## config.mk

```make
export PLATFORM = sky130hd
export DESIGN_NAME = single_precision_float_divider
export DESIGN_NICKNAME = d
export VERILOG_FILES = /design/src/sv/spfd_pkg.sv /design/src/sv/spfd_cell.sv /design/src/sv/single_precision_float_divider.sv
export SDC_FILE = /design/constraint.sdc
export NUM_CORES = 2
export LEC_CHECK = 0
export BUFFER_PORTS_ARGS = -buffer_cell sky130_fd_sc_hd__buf_2
export CAP_MARGIN = 20
export CORE_ASPECT_RATIO = 1.4
export CORE_MARGIN = 2
export CORE_UTILIZATION = 69
export DETAILED_ROUTE_END_ITERATION = 8
export PLACE_DENSITY = 0.86
export SETUP_SLACK_MARGIN = 0.15
export SLEW_MARGIN = 20
export SYNTH_ARGS = -nofsm -noshare
export SYNTH_HDL_FRONTEND = slang
export SYNTH_SLANG_ARGS = --single-unit
```

## constraint.sdc

```tcl
create_clock -name clk -period 94.7 [get_ports clk]
set_clock_uncertainty 0.1 [all_clocks]
set_input_delay 9.47 -clock clk [delete_from_list [all_inputs] [get_ports clk]]
set_output_delay 9.47 -clock clk [all_outputs]
set_load 0.03 [all_outputs]
```

## src/sv/spfd_pkg.sv

```systemverilog
// ----------------------------------------------------------------------------
// Single-precision divider package
// Shared widths, status codes and the per-stage record of the divider chain.
// ----------------------------------------------------------------------------
package spfd_pkg;

  localparam int unsigned ExpBias  = 127;
  localparam int unsigned FracBits = 23;
  localparam int unsigned SigBits  = FracBits + 1;
  localparam int unsigned ExpBits  = 8;
  // One quotient bit per cell: 24 bits cover the normalised quotient.
  localparam int unsigned QuoBits  = SigBits;

  typedef enum logic [1:0] {
    ST_OK        = 2'd0,
    ST_OVERFLOW  = 2'd1,
    ST_UNDERFLOW = 2'd2,
    ST_SPECIAL   = 2'd3
  } status_t;

  // Record carried from cell to cell.
  typedef struct packed {
    logic                   vld;
    logic                   sign;
    logic                   special;
    logic signed [ExpBits+1:0] expo;
    logic [SigBits:0]       rem;
    logic [SigBits-1:0]     dvs;
    logic [QuoBits-1:0]     quo;
  } stage_t;

endpackage

```

## src/sv/spfd_cell.sv

```systemverilog
// ----------------------------------------------------------------------------
// Divider cell
// One restoring step: compare remainder with divisor, subtract, emit one
// quotient bit and pass the record to the next cell when the chain moves.
// ----------------------------------------------------------------------------
module spfd_cell (
  input  logic            clk,
  input  logic            rst,
  input  logic            en,
  input  spfd_pkg::stage_t din,
  output spfd_pkg::stage_t dout
);
  import spfd_pkg::*;

  logic [SigBits:0] diff;
  logic             ge;
  stage_t           nxt;

  // Trial subtraction and shift of the partial remainder.
  always_comb begin
    ge   = din.rem >= {1'b0, din.dvs};
    diff = ge ? (din.rem - {1'b0, din.dvs}) : din.rem;
    nxt      = din;
    nxt.rem  = {diff[SigBits-1:0], 1'b0};
    nxt.quo  = {din.quo[QuoBits-2:0], ge};
  end

  // Valid bit is reset; the payload only loads when the chain advances.
  always_ff @(posedge clk) begin
    if (rst) begin
      dout.vld <= 1'b0;
    end else if (en) begin
      dout.vld <= nxt.vld;
    end
    if (en) begin
      dout.sign    <= nxt.sign;
      dout.special <= nxt.special;
      dout.expo    <= nxt.expo;
      dout.rem     <= nxt.rem;
      dout.dvs     <= nxt.dvs;
      dout.quo     <= nxt.quo;
    end
  end

endmodule

```

## src/sv/single_precision_float_divider.sv

```systemverilog
// ----------------------------------------------------------------------------
// Single-precision float divider
// Truncating IEEE-754 single division through a chain of restoring cells.
// ----------------------------------------------------------------------------
// Path: an accepted input beat passes one unpack register, 24 divider cells
// and one pack register before it leaves as an output beat.
// Throughput: one beat per cycle; the whole chain advances together, so a
// stall on the output holds every stage.
// Reset: rst clears all valid bits; no data is flushed.
module single_precision_float_divider (
  input  logic        clk,
  input  logic        rst,
  input  logic        in_valid,
  output logic        in_stall,
  input  logic [31:0] dividend_bits,
  input  logic [31:0] divisor_bits,
  output logic        out_valid,
  input  logic        out_stall,
  output logic [31:0] quotient_bits,
  output logic [1:0]  status
);
  import spfd_pkg::*;

  stage_t chain [0:QuoBits];
  stage_t unpack;
  logic   adv;
  logic [ExpBits-1:0] ea, eb;
  logic [SigBits-1:0] ma, mb;
  logic               lt;
  logic signed [ExpBits+1:0] e_fin;
  logic               norm;

  // The chain moves whenever the output register is free or being taken.
  assign adv      = !out_valid || !out_stall;
  assign in_stall = !adv;

  // Unpack operands and pre-scale the dividend so the quotient is normalised.
  always_comb begin
    ea = dividend_bits[30:23];
    eb = divisor_bits[30:23];
    ma = {1'b1, dividend_bits[22:0]};
    mb = {1'b1, divisor_bits[22:0]};
    lt = ma < mb;
    unpack.vld     = in_valid;
    unpack.sign    = dividend_bits[31] ^ divisor_bits[31];
    unpack.special = (ea == '0) || (ea == '1) || (eb == '0) || (eb == '1);
    unpack.expo    = $signed({2'b00, ea}) - $signed({2'b00, eb})
                     + (ExpBits+2)'(ExpBias) - (lt ? (ExpBits+2)'(1) : '0);
    unpack.rem     = lt ? {ma, 1'b0} : {1'b0, ma};
    unpack.dvs     = mb;
    unpack.quo     = '0;
  end

  always_ff @(posedge clk) begin
    if (rst) begin
      chain[0].vld <= 1'b0;
    end else if (adv) begin
      chain[0].vld <= unpack.vld;
    end
    if (adv) begin
      chain[0].sign    <= unpack.sign;
      chain[0].special <= unpack.special;
      chain[0].expo    <= unpack.expo;
      chain[0].rem     <= unpack.rem;
      chain[0].dvs     <= unpack.dvs;
      chain[0].quo     <= unpack.quo;
    end
  end

  // Row of restoring cells, one quotient bit each.
  for (genvar i = 0; i < QuoBits; i++) begin : g_cell
    spfd_cell u_cell (
      .clk  (clk),
      .rst  (rst),
      .en   (adv),
      .din  (chain[i]),
      .dout (chain[i+1])
    );
  end

  // Range checks and packing into the output register.
  assign e_fin = chain[QuoBits].expo;
  assign norm  = chain[QuoBits].quo[QuoBits-1];

  always_ff @(posedge clk) begin
    if (rst) begin
      out_valid <= 1'b0;
    end else if (adv) begin
      out_valid <= chain[QuoBits].vld;
    end
    if (adv) begin
      if (chain[QuoBits].special) begin
        quotient_bits <= '0;
        status        <= ST_SPECIAL;
      end else if (e_fin >= $signed((ExpBits+2)'(255))) begin
        quotient_bits <= '0;
        status        <= ST_OVERFLOW;
      end else if (e_fin <= $signed((ExpBits+2)'(0))) begin
        quotient_bits <= '0;
        status        <= ST_UNDERFLOW;
      end else begin
        quotient_bits <= {chain[QuoBits].sign, e_fin[ExpBits-1:0],
                          chain[QuoBits].quo[FracBits-1:0]};
        status        <= ST_OK;
      end
    end
  end

  // The leading quotient bit is always set for a normal result.
  a_norm: assert property (@(posedge clk) disable iff (rst)
    chain[QuoBits].vld && !chain[QuoBits].special |-> norm)
    else $error("quotient not normalised");
  // A stalled output holds its beat.
  a_hold: assert property (@(posedge clk) disable iff (rst)
    out_valid && out_stall |=> out_valid && $stable(quotient_bits))
    else $error("output changed under stall");
  // Nonzero status always carries a zero quotient.
  a_zero: assert property (@(posedge clk) disable iff (rst)
    out_valid && status != ST_OK |-> quotient_bits == '0)
    else $error("flagged result not zero");

endmodule

```

==> results.yml <==
global_route:
  grt_pass1_vias: 58212
  antenna_found_initial: 4
  grt_pass1_wl_um: 315000
  grt-ovfl-total: 0
  grt_usage: 0.311
  grt_max_degree: 200
sta:
  fin_hold_ws_ns: 0.291
  setup_viol: 0
  maxSlewHeadroom: 0.210
  maxSlewViolCount: 0
  setup_slack_ns: 73.86
  hold_violations: 0
  fmax_mhz: 48.0
  post-route-period-util: 0.220
  grt_setup_unrepaired: "no"
  worst_pin_slew_ns: 1.17
  period_minus_slack_ns: 20.84
  finalSetupTns_ns: 0
clocking:
  cts_max_level: 4
  cts_hold_buffers: 0
  post_cts_buffers: 0
  clkSlewWorstSetupHoldPaths_ns: 0.07
  cts.path.max_buffers: 3
  cts.sinks: 1765
  cts_tree: "done"
  root_buffer: "clkbuf_16"
  cts_resized: 0
  cts_buffers: 166
  clk_latency_ns: 0.85
job:
  cap_violations: 0
placement:
  globalplace.congestion: 0.963
  dp_cells: 8954
  hpwl_um: 147000
  io_buffers: 103
  dp_slack_ns: 73.85
synth:
  synthCells: 7293
  netlist_area_sq_mm: 0.0892
  synth_common_cells: "edfxtp_1, inv_1, ha_1, nand2_1, a21oi_1"
  yosys_warnings: 0
  ys_seq_area_frac: 0.591
  synth_area_leader_cell: "edfxtp_1"
  postSynth.asyncResetShare: 0
  yosys_register_bits: 1765
  syn_avg_cell_area_sq_um: 12.2
  synth.distinct_cells: 93
  synth_ff_type: "edfxtp_1"
  synth_top_area_frac: 0.586
  yosys-top-cells-area: "edfxtp_1, ha_1, inv_1"
  synth_edf_count: 1739
  synth_nets: 7975
  yosys.cell_count.top_type: "edfxtp_1"
floorplanning:
  initial_core_util: 0.693
  die_w_um: 308
  num_rows: 156
  ios: 104
  dieHeight_um: 429
  core-area_sq_mm: 0.129
  die_area_sq_mm: 0.132
layout:
  syn2layout_area_growth_pct: 9.04
  layout.cells.non_filler: 9268
  final_layout_size_suffix_gt1_frac: 0.0946
  nets: 8145
  fillers: 7888
setup_path:
  cpMaxStageDelayCell: "clkinv_1"
  critPathKind: "primary input to output pin"
  critPathMaxFanout: 57
  crit_path_frequent_cell: "buf_2"
  end_kind: "output pin"
  required_ns: 85.13
  path_cells: "buf_2 -> nand2_4 -> clkinv_1 -> buf_2"
  cpPeakStageDelay_ns: 0.76
  arrival_ns: 11.27
  start_kind: "primary input"
route:
  drt_pass1_iterations: 8
  drt-vias-per-instance: 6.19
  drtAntennaViolNets: 0
  dr.first_iter.drc_count: 4908
  wl_per_cell_um: 22.1
  drc_errors: 0
  num_vias: 57385
  totalWireLength_um: 205000
run_status:
  outcome: "finished clean"
power:
  ir_drop_v: 0.0000350
  p_total_mw: 3.50
  leakage_nw: 41.0
  pwr_density_cell_mw_per_mm2: 36.0
hold_path:
  hp-class: "flip-flop to flip-flop"
## per-stage QoR
step / util / instance area (sq um)
floorplan: - / 89200
global placement: 0.712 / 91600
detailed placement: 0.712 / 91600
CTS: 0.756 / 97200
global route: 0.756 / 97200
finish: 0.756 / 97200
## layout by cell type (no fill, tap or decap), types with 66 or more instances in the layout
cell type,synthesis,final
buf_2,31,103
nor3_1,72,71
nand4_1,74,74
a21oi_1,532,531
nor2_1,374,373
clkbuf_16,0,167
inv_1,751,751
mux2_2,223,223
nand2_1,557,556
nand3_1,98,98
o21a_1,66,66
xor2_1,178,178
edfxtp_1,1739,1739
nand2b_1,95,95
ha_1,589,589
xnor2_1,258,258
a21o_1,233,233
o21ai_0,467,467
nor2b_1,81,81
## kinds of logic (layout without fill, tap and decap cells)
| kind of cell | after synthesis | after routing | synth area share |
|---|---|---|---|
| adder cells (fa/ha/maj) | 614 | 614 | 0.0883 |
| multiplexers | 263 | 263 | 0.0337 |
| AND/OR/NAND/NOR | 1568 | 1568 | 0.0826 |
| AO/OA/AOI/OAI | 1753 | 1753 | 0.122 |
| other | 0 | 2 | 0 |
| flip-flops | 1765 | 1765 | 0.591 |
| buffers and inverters | 894 | 1208 | 0.0387 |
| XOR/XNOR | 436 | 436 | 0.0428 |
## area by class of cell
class / instances / area [sq um] / share of cell area
multi-input cells: 4634 / 33100 / 0.340
clock inverters: 117 / 1350 / 0.0139
well taps: 1659 / 2080 / 0.0213
repair buffers: 144 / 868 / 0.00893
diodes: 2 / 5.00 / 0.0000515
inverters: 752 / 2820 / 0.0290
clock buffers: 195 / 4320 / 0.0444
flip-flops and latches: 1765 / 52700 / 0.542
## state kept, by name, indices dropped and copies added (netlist names)
| signal | cells |
|---|---|
| status | 2 |
| chain | 61 |
| quotient_bits | 32 |
| g_cell.u_cell.dout | 1669 |
| out_valid | 1 |
## critical path: cells and delay by family
kind / cells / cell delay (ns)
buffers and inverters: 3 / 1.27
AND/OR/NAND/NOR: 1 / 0.51
## final timing paths
kind,start,endpoint,slack (ns),depth (start not counted)
worst max-delay path,out_stall,in_stall,73.86,4
worst min-delay path,g_cell[21].u_cell.dout[0],g_cell[22].u_cell.dout[1],0.29,0
worst max register to register,g_cell[13].u_cell.dout[25],g_cell[14].u_cell.dout[66],89.87,11
worst min register to register,g_cell[21].u_cell.dout[0],g_cell[22].u_cell.dout[1],0.29,0
## power breakdown
group | switching [mW] | leakage, nW | internal, mW
clock network | 0.307 | 2.71 | 0.383
logic | 0.822 | 19.4 | 0.601
registers | 0.162 | 18.8 | 1.23
total | 1.29 | 41.0 | 2.21
## routing by layer
| metal | share of wire | track usage | vias up |
|---|---|---|---|
| met4 | 0.083 | 0.226 | 6 |
| met2 | 0.53 | 0.572 | 2126 |
| li1 | - | - | 27039 |
| met5 | 0.00020 | 0 | - |
| met3 | 0.047 | 0.0466 | 747 |
| met1 | 0.34 | 0.318 | 27467 |
Power figures use the tool's default switching activity.
